File: src/rtl/core/pefs_pkg.sv
// Shared types and constants for the pulse event frame serializer.
// Used by the front, queue, back and top-level modules; no dependencies.
package pefs_pkg;

  localparam logic [7:0] ByteEsc  = 8'h1B;
  localparam logic [7:0] ByteFlip = 8'h20;
  localparam logic [7:0] ByteSof  = 8'hFE;
  localparam logic [7:0] ByteEof  = 8'hFF;

  localparam logic FuncHeader = 1'b0;
  localparam logic FuncPiece  = 1'b1;

  // data bytes carried by one command, header is the longest
  localparam int unsigned CmdBytes   = 12;
  localparam int unsigned CntW       = $clog2(CmdBytes + 1);
  localparam logic [CntW-1:0] HdrBytes   = CntW'(12);
  localparam logic [CntW-1:0] PieceBytes = CntW'(3);

  localparam int unsigned QueueDepth = 2;

  // one frame section to serialize: optional start byte, data bytes
  // (first byte in the top bits), optional end byte
  typedef struct packed {
    logic                  sof;
    logic                  eof;
    logic [CntW-1:0]       cnt;
    logic [CmdBytes*8-1:0] data;
  } cmd_t;

  // queue status toward the front and the back
  typedef struct packed {
    logic full;
    logic empty;
  } q_stat_t;

endpackage

File: src/rtl/core/pulse_event_frame_serializer.sv
// Pulse event frame serializer: header and piece items in, stuffed bytes out.
// An accepted item passes the queue and back end into the output register.
// Throughput: one output byte per cycle while out_ready_i is high and
// commands are queued, set by the single byte-wide output stage.
// Reset (rst_ni, async low): no frame open, queue and output stage empty.
// Depends on pefs_pkg, pefs_front, pefs_queue, pefs_back.
module pulse_event_frame_serializer (
  input  logic        clk_i,
  input  logic        rst_ni,
  input  logic        in_valid_i,
  output logic        in_ready_o,
  input  logic        func_i,
  input  logic [15:0] evt_id_i,
  input  logic [7:0]  wait_trigger_i,
  input  logic [63:0] time_us_i,
  input  logic [7:0]  piece_count_i,
  input  logic [7:0]  piece_mode_i,
  input  logic [15:0] piece_ticks_i,
  output logic        out_valid_o,
  input  logic        out_ready_i,
  output logic [7:0]  out_byte_o,
  output logic        frame_end_o,
  output logic        last_o
);
  import pefs_pkg::*;

  cmd_t    push_cmd, head;
  q_stat_t q_stat;
  logic    push, pop;

  pefs_front u_front (
    .clk_i          (clk_i),
    .rst_ni         (rst_ni),
    .in_valid_i     (in_valid_i),
    .in_ready_o     (in_ready_o),
    .func_i         (func_i),
    .evt_id_i       (evt_id_i),
    .wait_trigger_i (wait_trigger_i),
    .time_us_i      (time_us_i),
    .piece_count_i  (piece_count_i),
    .piece_mode_i   (piece_mode_i),
    .piece_ticks_i  (piece_ticks_i),
    .q_stat_i       (q_stat),
    .push_o         (push),
    .cmd_o          (push_cmd)
  );

  pefs_queue u_queue (
    .clk_i      (clk_i),
    .rst_ni     (rst_ni),
    .push_i     (push),
    .push_cmd_i (push_cmd),
    .pop_i      (pop),
    .head_o     (head),
    .stat_o     (q_stat)
  );

  pefs_back u_back (
    .clk_i       (clk_i),
    .rst_ni      (rst_ni),
    .head_i      (head),
    .q_stat_i    (q_stat),
    .pop_o       (pop),
    .out_valid_o (out_valid_o),
    .out_ready_i (out_ready_i),
    .out_byte_o  (out_byte_o),
    .frame_end_o (frame_end_o),
    .last_o      (last_o)
  );

  a_no_overflow: assert property (@(posedge clk_i) disable iff (!rst_ni)
    !(push && q_stat.full))
    else $error("command pushed into full queue");

  a_no_empty_pop: assert property (@(posedge clk_i) disable iff (!rst_ni)
    !(pop && q_stat.empty))
    else $error("command popped from empty queue");

  a_end_byte: assert property (@(posedge clk_i) disable iff (!rst_ni)
    out_valid_o && frame_end_o |-> out_byte_o == ByteEof && last_o)
    else $error("frame end marker is not a final 0xFF byte");

endmodule

File: src/rtl/core/pefs_front.sv
// Front end: accepts items, tracks the open frame and builds commands.
// Depends on pefs_pkg.
module pefs_front (
  input  logic                 clk_i,
  input  logic                 rst_ni,
  input  logic                 in_valid_i,
  output logic                 in_ready_o,
  input  logic                 func_i,
  input  logic [15:0]          evt_id_i,
  input  logic [7:0]           wait_trigger_i,
  input  logic [63:0]          time_us_i,
  input  logic [7:0]           piece_count_i,
  input  logic [7:0]           piece_mode_i,
  input  logic [15:0]          piece_ticks_i,
  input  pefs_pkg::q_stat_t    q_stat_i,
  output logic                 push_o,
  output pefs_pkg::cmd_t       cmd_o
);
  import pefs_pkg::*;

  logic       open_q, open_d;
  logic [7:0] left_q, left_d;
  logic       accept;

  assign in_ready_o = !q_stat_i.full;
  assign accept     = in_valid_i && in_ready_o;

  always_comb begin
    open_d = open_q;
    left_d = left_q;
    push_o = 1'b0;
    cmd_o  = '0;
    if (accept) begin
      unique case (func_i)
        FuncHeader: begin
          push_o   = 1'b1;
          cmd_o.sof  = 1'b1;
          cmd_o.eof  = (piece_count_i == 8'd0);
          cmd_o.cnt  = HdrBytes;
          cmd_o.data = {evt_id_i, wait_trigger_i, time_us_i, piece_count_i};
          open_d   = (piece_count_i != 8'd0);
          left_d   = piece_count_i;
        end
        FuncPiece: begin
          // drop pieces that arrive with no frame open
          if (open_q) begin
            push_o     = 1'b1;
            cmd_o.eof  = (left_q == 8'd1);
            cmd_o.cnt  = PieceBytes;
            cmd_o.data = {piece_mode_i, piece_ticks_i, {(CmdBytes*8-24){1'b0}}};
            left_d     = left_q - 8'd1;
            open_d     = (left_q != 8'd1);
          end
        end
        default: ;
      endcase
    end
  end

  always_ff @(posedge clk_i or negedge rst_ni) begin
    if (!rst_ni) begin
      open_q <= 1'b0;
      left_q <= 8'd0;
    end else begin
      open_q <= open_d;
      left_q <= left_d;
    end
  end

endmodule

File: src/rtl/core/pefs_queue.sv
// Short command queue between front and back, built from flops.
// Depends on pefs_pkg.
module pefs_queue (
  input  logic               clk_i,
  input  logic               rst_ni,
  input  logic               push_i,
  input  pefs_pkg::cmd_t     push_cmd_i,
  input  logic               pop_i,
  output pefs_pkg::cmd_t     head_o,
  output pefs_pkg::q_stat_t  stat_o
);
  import pefs_pkg::*;

  localparam int unsigned PtrW   = (QueueDepth > 1) ? $clog2(QueueDepth) : 1;
  localparam int unsigned CountW = $clog2(QueueDepth + 1);

  cmd_t              mem_q [QueueDepth];
  logic [PtrW-1:0]   wr_ptr_q, rd_ptr_q;
  logic [CountW-1:0] count_q;
  logic              do_push, do_pop;

  assign stat_o.full  = (count_q == CountW'(QueueDepth));
  assign stat_o.empty = (count_q == '0);
  assign do_push      = push_i && !stat_o.full;
  assign do_pop       = pop_i && !stat_o.empty;
  assign head_o       = mem_q[rd_ptr_q];

  function automatic logic [PtrW-1:0] ptr_inc(input logic [PtrW-1:0] p);
    ptr_inc = (p == PtrW'(QueueDepth - 1)) ? '0 : p + PtrW'(1);
  endfunction

  always_ff @(posedge clk_i) begin
    if (do_push) begin
      mem_q[wr_ptr_q] <= push_cmd_i;
    end
  end

  always_ff @(posedge clk_i or negedge rst_ni) begin
    if (!rst_ni) begin
      wr_ptr_q <= '0;
      rd_ptr_q <= '0;
      count_q  <= '0;
    end else begin
      if (do_push) wr_ptr_q <= ptr_inc(wr_ptr_q);
      if (do_pop)  rd_ptr_q <= ptr_inc(rd_ptr_q);
      if (do_push && !do_pop) begin
        count_q <= count_q + CountW'(1);
      end else if (do_pop && !do_push) begin
        count_q <= count_q - CountW'(1);
      end
    end
  end

endmodule

File: src/rtl/core/pefs_back.sv
// Back end: serializes one command a byte per cycle with escape stuffing
// into a registered output stage, when not stalled. Depends on pefs_pkg.
module pefs_back (
  input  logic               clk_i,
  input  logic               rst_ni,
  input  pefs_pkg::cmd_t     head_i,
  input  pefs_pkg::q_stat_t  q_stat_i,
  output logic               pop_o,
  output logic               out_valid_o,
  input  logic               out_ready_i,
  output logic [7:0]         out_byte_o,
  output logic               frame_end_o,
  output logic               last_o
);
  import pefs_pkg::*;

  logic                  busy_q, busy_d;
  logic                  sof_q, sof_d;
  logic                  eof_q, eof_d;
  logic                  esc_q, esc_d;
  logic [CntW-1:0]       cnt_q, cnt_d;
  logic [CmdBytes*8-1:0] data_q, data_d;
  logic                  ov_q, ov_d;
  logic [7:0]            ob_q, ob_d;
  logic                  oe_q, oe_d;
  logic                  ol_q, ol_d;
  logic                  emit, done;
  logic [7:0]            cur, sym;
  logic                  sym_end;

  assign emit = busy_q && (!ov_q || out_ready_i);
  assign cur  = data_q[CmdBytes*8-1 -: 8];

  always_comb begin
    sof_d   = sof_q;
    eof_d   = eof_q;
    esc_d   = esc_q;
    cnt_d   = cnt_q;
    data_d  = data_q;
    busy_d  = busy_q;
    sym     = cur;
    sym_end = 1'b0;
    if (emit) begin
      priority if (sof_q) begin
        sym   = ByteSof;
        sof_d = 1'b0;
      end else if (cnt_q != '0) begin
        if (esc_q) begin
          sym    = cur ^ ByteFlip;
          esc_d  = 1'b0;
          data_d = {data_q[CmdBytes*8-9:0], 8'h00};
          cnt_d  = cnt_q - CntW'(1);
        end else if (cur == ByteSof || cur == ByteEof) begin
          // hold the byte, send the escape first
          sym   = ByteEsc;
          esc_d = 1'b1;
        end else begin
          data_d = {data_q[CmdBytes*8-9:0], 8'h00};
          cnt_d  = cnt_q - CntW'(1);
        end
      end else begin
        sym     = ByteEof;
        sym_end = 1'b1;
        eof_d   = 1'b0;
      end
    end
    done  = !sof_d && (cnt_d == '0) && !eof_d;
    pop_o = !q_stat_i.empty && (!busy_q || (emit && done));
    if (pop_o) begin
      busy_d = 1'b1;
      sof_d  = head_i.sof;
      eof_d  = head_i.eof;
      esc_d  = 1'b0;
      cnt_d  = head_i.cnt;
      data_d = head_i.data;
    end else if (emit && done) begin
      busy_d = 1'b0;
    end
  end

  always_comb begin
    ov_d = ov_q;
    ob_d = ob_q;
    oe_d = oe_q;
    ol_d = ol_q;
    if (emit) begin
      ov_d = 1'b1;
      ob_d = sym;
      oe_d = sym_end;
      ol_d = done;
    end else if (out_ready_i) begin
      ov_d = 1'b0;
    end
  end

  always_ff @(posedge clk_i or negedge rst_ni) begin
    if (!rst_ni) begin
      busy_q <= 1'b0;
      sof_q  <= 1'b0;
      eof_q  <= 1'b0;
      esc_q  <= 1'b0;
      cnt_q  <= '0;
      ov_q   <= 1'b0;
    end else begin
      busy_q <= busy_d;
      sof_q  <= sof_d;
      eof_q  <= eof_d;
      esc_q  <= esc_d;
      cnt_q  <= cnt_d;
      ov_q   <= ov_d;
    end
  end

  always_ff @(posedge clk_i) begin
    data_q <= data_d;
    ob_q   <= ob_d;
    oe_q   <= oe_d;
    ol_q   <= ol_d;
  end

  assign out_valid_o = ov_q;
  assign out_byte_o  = ob_q;
  assign frame_end_o = oe_q;
  assign last_o      = ol_q;

endmodule

File: config.mk
export PLATFORM = sky130hd
export DESIGN_NAME = pulse_event_frame_serializer
export DESIGN_NICKNAME = d
export VERILOG_FILES = /design/src/rtl/core/pefs_pkg.sv /design/src/rtl/core/pulse_event_frame_serializer.sv /design/src/rtl/core/pefs_front.sv /design/src/rtl/core/pefs_queue.sv /design/src/rtl/core/pefs_back.sv
export SDC_FILE = /design/constraint.sdc
export NUM_CORES = 1
export LEC_CHECK = 0
export ABC_AREA = 1
export BUFFER_PORTS_ARGS = -buffer_cell sky130_fd_sc_hd__buf_2
export CAP_MARGIN = 5
export CORE_ASPECT_RATIO = 2
export CORE_MARGIN = 1
export CORE_UTILIZATION = 63
export DETAILED_ROUTE_END_ITERATION = 10
export PLACE_DENSITY_LB_ADDON = 0.1
export SLEW_MARGIN = 20
export SYNTH_ARGS = -nofsm -noshare
export SYNTH_HDL_FRONTEND = slang
export SYNTH_SLANG_ARGS = --single-unit
File: constraint.sdc
create_clock -name clk_i -period 13.57 [get_ports clk_i]
set_input_delay 1.357 -clock clk_i [delete_from_list [all_inputs] [get_ports clk_i]]
set_output_delay 1.357 -clock clk_i [all_outputs]
set_load 0.03 [all_outputs]
==> results.tsv, run 1 <==
stage	metric	value	unit
outcome	status	finished clean	
yosys	syn nets	1424	
yosys	mapped cell area	13700	sq um
hold_path	hold path depth	2	
cells_and_area	FILL cells	1575	
global_route	gr ovfl total	0	
yosys	Gate Count Post-Synth	1295	
timing	final setup violation count	0	
pwr	maximum vdd drop	0.227	mV
clock_network	Worst-path clk slew	0.06	ns
yosys	top cell type's share of synthesized area	66.5	%
clock_network	clk sinks	326	
critical_path	CP Data Required Time	13.74	ns
routing	final WL	28.2	mm
hold_path	min-delay src	u_back.esc_q$_DFFE_PN0P_	
hold_path	hold worst-path end	u_back.esc_q$_DFFE_PN0P_	
global_route	initial antenna violation count	0	
timing	Worst-Margin Slew	1.06	ns
timing	final hold violation count	0	
yosys	Post-synth EDFFs	304	
critical_path	RR Startpoint	u_queue.count_q[0]$_DFFE_PN0P_	
clock_network	CTS tree	built	
floorplan	die height	211	um
yosys	sequential area share after synthesis	70.5	%
clock_network	Root Buffer Master	clkbuf_16	
yosys	Synth cell types	30	
global_route	GRT Total Usage	26.1	%
global_route	vias in the first global route	9108	
critical_path	critical path class	primary input to flip-flop	
clock_network	Post-CTS Setup Bufs	0	
timing	Tcrit/Tclk final	34.3	%
critical_path	CP endpoint kind	flip-flop	
pwr	Pleak	6.61	nW
cells_and_area	register area	9680	sq um
floorplan	die area	22400	sq um
global_route	first-pass GRT wire length	44.6	mm
yosys	Post-synth top flop	edfxtp_1	
routing	1st-iter DRT viols	602	
clock_network	Clk Latency, worst-skew pair	0.55	ns
hold_path	Hold Crit Class	flip-flop to flip-flop	
critical_path	Critical Path Start Type	primary input	
yosys	ranking of synthesized cells by area	edfxtp_1, nand2_1, dfrtp_1	
cells_and_area	share of cells above drive strength 1	14.5	%
timing	skew final	0.0146	ns
floorplan	IO Pins	137	
yosys	ys async rst share	6.75	%
timing	final setup TNS	0	ns
critical_path	CP arrival	4.82	ns
cells_and_area	# nets final	1538	
routing	DR vias/cell	5.38	
clock_network	CTS Hold Buffers Added	0	
timing	Slew Limit Fails	0	
job	maxcap violations	0	
yosys	cell taking the most area after synthesis	edfxtp_1	
pwr	power density over the cells	225	nW/um^2
floorplan	core area	21500	sq um
timing	worst rel slew slack	29.6	%
yosys	#FFs+latches synth	326	
timing	Fmax	215	MHz
critical_path	r2r setup slk	9.25	ns
timing	worst hold slack	0.490	ns
placed_design	placed wire-length estimate	17.6	mm
pwr	total power	3.47	mW
floorplan	Die X	106	um
cells_and_area	n_diodes	0	
floorplan	initial core utilization	63.9	%
cells_and_area	P&R area growth vs syn	12.4	%
routing	Avg WL per Cell	16.6	um
yosys	syn_area_per_cell	10.6	sq um
critical_path	RR Endpoint	u_queue.mem_q[1][41]$_DFFE_PP_	
placed_design	Final GP Congestion	0.880	
clock_network	CTS buffer count	27	
placed_design	PortBufs	136	
routing	DR vias	9144	
critical_path	CP startpoint	in_valid_i	
critical_path	critical path peak fanout	68	
cells_and_area	multi-input logic area	3640	sq um
timing	RSZ-0062 raised after global routing	false	
routing	drt pass-1 iters	5	
global_route	pin count of the biggest net entering global routing	101	
routing	DRC errors left	0	
routing	Routed Antenna Nets	0	
yosys	YS warnings	0	
floorplan	# rows	76	
timing	min cycle time layout	4.65	ns
clock_network	htree depth	1	
clock_network	post-cts resize count	0	
clock_network	Max clock buf depth	3	
critical_path	reg2reg path depth	11	
-- final cells by class --
class	count	share of cell area, %
Clock buffer	36	4.79
Clock inverter	12	0.721
Inverter	34	0.827
Multi-Input combinational cell	872	23.6
Sequential cell	326	62.7
Tap cell	273	2.21
Timing Repair Buffer	148	5.17
-- per-stage QoR --
stage               cells  utilization [%]  worst slack, ns  area, sq um
floorplan            1295                -             5.64        13700
global placement     1652             67.7             8.14        14500
detailed placement   1653             67.8             8.31        14600
CTS                  1701             71.8             8.88        15400
global route         1701             71.8             8.64        15400
finish               1701             71.8             8.92        15400
-- placed cells by master, fill, tap and decap left out, types with 2 or more instances in the layout --
cell type,netlist,routed
clkbuf_1,43,6
buf_4,0,9
nand2_2,2,3
nor2_1,94,91
clkinv_1,1,5
bufinv_16,0,2
a22o_1,24,24
dfrtp_1,22,21
clkinv_2,0,3
inv_1,28,28
xnor2_1,2,2
nand4_1,5,5
o211ai_1,2,2
nand2_1,672,671
nor2_4,0,2
o21ai_0,18,18
xor2_1,4,4
or2_2,3,3
nor2_2,2,3
buf_2,7,136
inv_2,5,6
nor3_1,4,4
o21ai_1,2,2
clkbuf_16,0,27
nand3_1,13,13
clkbuf_8,0,3
a21oi_1,15,14
a21oi_4,2,3
edfxtp_1,304,304
ha_1,4,4
buf_6,10,2
-- where the power goes --
| group | leakage, nW | internal, mW | total (mW) | switching (mW) |
|---|---|---|---|---|
| Clock | 0.418 | 0.420 | 0.756 | 0.336 |
| Sequential | 3.21 | 1.61 | 1.73 | 0.118 |
| Combinational | 2.99 | 0.272 | 0.982 | 0.711 |
-- synth_stat cells, types with 5 or more instances --
cell type,count
nand2_1,672
edfxtp_1,304
nor2_1,94
clkbuf_1,43
inv_1,28
a22o_1,24
dfrtp_1,22
o21ai_0,18
a21oi_1,15
nand3_1,13
buf_6,10
buf_2,7
inv_2,5
nand4_1,5
-- worst max path at each step --
| stage | slack (ns) | endpoint | depth (start not counted) |
|---|---|---|---|
| after floorplan | 5.64 | u_back.data_q[0]$_SDFFCE_PP0P_ | 12 |
| after global placement | 8.14 | u_queue.mem_q[1][38]$_DFFE_PP_ | 9 |
| after detailed placement | 8.31 | u_queue.mem_q[1][35]$_DFFE_PP_ | 10 |
| after CTS | 8.88 | u_queue.mem_q[1][34]$_DFFE_PP_ | 10 |
| after global routing | 8.64 | u_queue.mem_q[1][41]$_DFFE_PP_ | 10 |
| final | 8.92 | u_queue.mem_q[1][41]$_DFFE_PP_ | 10 |
-- state kept, by name (all words and copies together), names as in the netlist --
name,count
u_back.esc_q,1
u_back.busy_q,1
u_back.data_q,96
u_back.frame_end_o,1
u_queue.wr_ptr_q,1
u_front.left_q,8
u_queue.mem_q,198
u_back.out_valid_o,1
u_back.out_byte_o,8
u_back.eof_q,1
u_back.cnt_q,4
u_back.sof_q,1
u_queue.count_q,2
u_back.last_o,1
u_queue.rd_ptr_q,1
u_front.open_q,1
-- cell families (layout without fill, tap and decap cells) --
group / after synthesis / count (layout) / share of synthesized area [%]
simple gates: 796 / 796 / 22.2
flops: 326 / 326 / 70.5
buf+inv: 97 / 230 / 3.26
compound gates: 66 / 66 / 3.32
xor+xnor: 6 / 6 / 0.383
fa+ha+maj: 4 / 4 / 0.364
-- layer usage --
layer	global-route usage [%]	part of all wire [%]	vias to the layer above
met5	0	0	-
met4	13.7	4.8	0
met3	2.75	3.9	78
met2	48.4	55	258
met1	28.9	36	4320
li1	-	-	4488
-- critical path, stage by stage --
cell and delay (ns):
buf_2 0.08, nand2_2 0.04, buf_4 0.30, nor2_2 0.88
inv_2 0.24, nand2_2 0.26, inv_2 0.13, nor2_4 0.58
buf_16 0.24, buf_4 0.64
Power figures use the tool's default switching activity.
==> inputs of run 2 (changes only) <==
--- a/config.mk
+++ b/config.mk
@@ -10,7 +10,7 @@
 export CAP_MARGIN = 5
 export CORE_ASPECT_RATIO = 2
 export CORE_MARGIN = 1
-export CORE_UTILIZATION = 63
+export CORE_UTILIZATION = 53
 export DETAILED_ROUTE_END_ITERATION = 10
 export PLACE_DENSITY_LB_ADDON = 0.1
 export SLEW_MARGIN = 20
==> constraint.sdc (replaced) <==
create_clock -name clk_i -period 4.27 [get_ports clk_i]
set_input_delay 0.427 -clock clk_i [delete_from_list [all_inputs] [get_ports clk_i]]
set_output_delay 0.427 -clock clk_i [all_outputs]
set_load 0.03 [all_outputs]
==> run 2 against run 1 <==
Register-to-register slack lost 8.3 ns. Combinational power rose to 3.2 times the previous value. First-iteration DRC count fell by 6.1%. Global-route usage shrank 3.2 points. Wire length is 3.2% higher. Sequential share of layout area fell by 0.65 points. Clock skew rose by 0.0045 ns. Critical endpoint is now u_queue.mem_q[0][59]$_DFFE_PP_. Largest cell class unchanged.
==> results.tsv, run 2 (synthesis results as in run 1) <==
stage	metric	value	unit	change
critical_path	RR Startpoint	u_queue.count_q[0]$_DFFE_PN0P_		
routing	drt pass-1 iters	5		unchanged
routing	DRC errors left	0		unchanged
pwr	sequential share of power	49.7	%	-0.2 points
pwr	Pleak	6.65	nW	+0.53%
timing	worst rel slew slack	30.2	%	+0.66 points
routing	DR vias	9033		-1.2%
pwr	Comb pwr share	28.6	%	+0.3 points
cells_and_area	leading cell type in the layout, fill and taps excluded	nand2_1		
timing	Slew Limit Fails	0		unchanged
cells_and_area	Final Util	61.0	%	-11 points
cells_and_area	commonest cells after routing, fill and taps aside	nand2_1, edfxtp_1, buf_2, nor2_1, inv_1		
floorplan	# rows	83		+9.2%
clock_network	Root Buffer Master	clkbuf_16		
cells_and_area	biggest regs	u_queue.mem_q x198, u_back.data_q x96		
clock_network	CTS tree	built		
cells_and_area	max reg flops	198		unchanged
critical_path	Critical Path Start Type	flip-flop		
cells_and_area	P&R area growth vs syn	13.6	%	
cells_and_area	n_diodes	0		unchanged
global_route	initial antenna violation count	0		unchanged
routing	Routed Antenna Nets	0		unchanged
pwr	Clk pwr share	21.7	%	about the same
floorplan	core area	25500	sq um	+19%
cells_and_area	share of cells above drive strength 1	14.8	%	+0.28 points
timing	post-route worst setup slack	0.977	ns	-7.94 ns
critical_path	r2r setup slk	0.98	ns	-8.27 ns
floorplan	die area	26600	sq um	+19%
global_route	GRT Total Usage	22.9	%	-3.2 points
pwr	total power	11.1	mW	+220%
critical_path	CP Data Required Time	4.42	ns	-9.32 ns
pwr	power density over the cells	713	nW/um^2	+220%
critical_path	critical path class	flip-flop to flip-flop		
routing	DR vias/cell	5.09		-5.3%
pwr	maximum vdd drop	0.436	mV	+92%
clock_network	Worst-path clk slew	0.07	ns	about the same
routing	1st-iter DRT viols	565		-6.1%
critical_path	RR Endpoint	u_queue.mem_q[0][59]$_DFFE_PP_		
clock_network	htree depth	1		unchanged
job	maxcap violations	0		unchanged
timing	skew final	0.0191	ns	+0.00449 ns
cells_and_area	Top reg by flops	u_queue.mem_q		
pwr	Sw Share	33.8	%	+0.18 points
outcome	status	finished clean		
cells_and_area	# nets final	1546		+0.52%
floorplan	die height	230	um	+8.9%
floorplan	IO Pins	137		unchanged
pwr	NetSw	3.75	mW	+220%
timing	Tcrit/Tclk final	77.1	%	
hold_path	Hold Crit Class	primary input to flip-flop		
floorplan	Die X	116	um	+8.9%
critical_path	Worst Setup EP	u_queue.mem_q[0][59]$_DFFE_PP_		
routing	Avg WL per Cell	16.4	um	-1.1%
placed_design	Final GP Congestion	0.876		-0.45%
timing	final hold violation count	0		unchanged
global_route	gr ovfl total	0		unchanged
critical_path	CP arrival	3.44	ns	-1.38 ns
timing	Worst-Margin Slew	1.05	ns	-0.00873 ns
critical_path	reg2reg path depth	9		-2
placed_design	Place WS	1.02	ns	-7.29 ns
placed_design	PortBufs	136		unchanged
hold_path	min-delay src	piece_mode_i[5]		
global_route	pin count of the biggest net entering global routing	78		-23%
clock_network	Max clock buf depth	3		unchanged
global_route	first-pass GRT wire length	46.0	mm	+3.3%
global_route	vias in the first global route	8991		-1.3%
timing	worst hold slack	0.207	ns	-0.283 ns
timing	Fmax	304	MHz	
timing	RSZ-0062 raised after global routing	false		
critical_path	critical path peak fanout	73		+7.4%
clock_network	CTS buffer count	27		unchanged
timing	final setup violation count	0		unchanged
clock_network	clk sinks	326		unchanged
floorplan	initial core utilization	53.8	%	-10 points
routing	final WL	29.1	mm	+3.2%
pwr	Pint	7.36	mW	+220%
clock_network	Clk Latency, worst-skew pair	0.54	ns	about the same
timing	min cycle time layout	3.29	ns	
cells_and_area	FILL cells	2168		+38%
placed_design	placed wire-length estimate	18.7	mm	+6.4%
critical_path	CP startpoint	u_queue.count_q[0]$_DFFE_PN0P_		
critical_path	CP endpoint kind	flip-flop		
-- run 2: layout make-up --
type / instances / area, sq um / share of cell area (%)
Timing Repair Buffer: 156 / 883 / 5.66
Sequential cell: 326 / 9680 / 62.1
Clock buffer: 34 / 702 / 4.50
Clock inverter: 13 / 136 / 0.874
Inverter: 34 / 128 / 0.818
Multi-Input combinational cell: 872 / 3640 / 23.3
Tap cell: 340 / 425 / 2.73
-- run 2: worst max-delay path, cell delays in order, from the launching register on --
cell and delay (ns):
dfrtp_1 0.41, inv_2 0.06, nand2_1 0.08, nand2_2 0.07, inv_1 0.12, nand2_1 0.14
nand2_2 0.22, inv_2 0.13, nor2_4 0.65, buf_4 0.89
-- run 2: worst min path at each step --
| stage | to | slack, ns | cells after the start |
|---|---|---|---|
| floorplan | u_back.busy_q$_DFFE_PN0P_ | 0.13 | 0 |
| global placement | u_front.left_q[6]$_DFFE_PN0P_ | 0.44 | 1 |
| detailed placement | u_front.open_q$_DFFE_PN0P_ | 0.45 | 1 |
| CTS | u_queue.mem_q[0][93]$_DFFE_PP_ | 0.18 | 2 |
| global route | u_queue.mem_q[1][95]$_DFFE_PP_ | 0.21 | 2 |
| finish | u_queue.mem_q[0][93]$_DFFE_PP_ | 0.21 | 2 |
-- run 2: stage by stage --
stage | cell area, sq um | TNS, ns | std cells
floorplan | 13700 | -33.89 | 1295
global placement | 14700 | 0 | 1727
detailed placement | 14700 | 0 | 1727
CTS | 15600 | 0 | 1775
global route | 15600 | 0 | 1775
finish | 15600 | 0 | 1775
-- run 2: layer usage --
| layer | up-vias | global-route usage [%] | routed length (um) |
|---|---|---|---|
| li1 | 4494 | - | - |
| met1 | 4273 | 25.4 | 11000 |
| met2 | 216 | 42.8 | 16100 |
| met3 | 50 | 2.36 | 871 |
| met4 | 0 | 10.1 | 1140 |
| met5 | - | 0 | 0 |
-- run 2: power groups by stage --
stage,Clock (mW),Combinational [mW],Sequential [mW]
floorplan,0,2.16,5.57
global placement,0,3.18,5.55
detailed placement,0,3.24,5.58
CTS,2.47,3.25,5.52
global route,2.57,3.61,5.62
finish,2.41,3.18,5.52
-- run 2: repair_timing --
action	4_1_cts	5_1_grt
endpoints found under the hold margin	22	0
resized for setup	0	0
buffers inserted	0	0
hold buffers	1	0
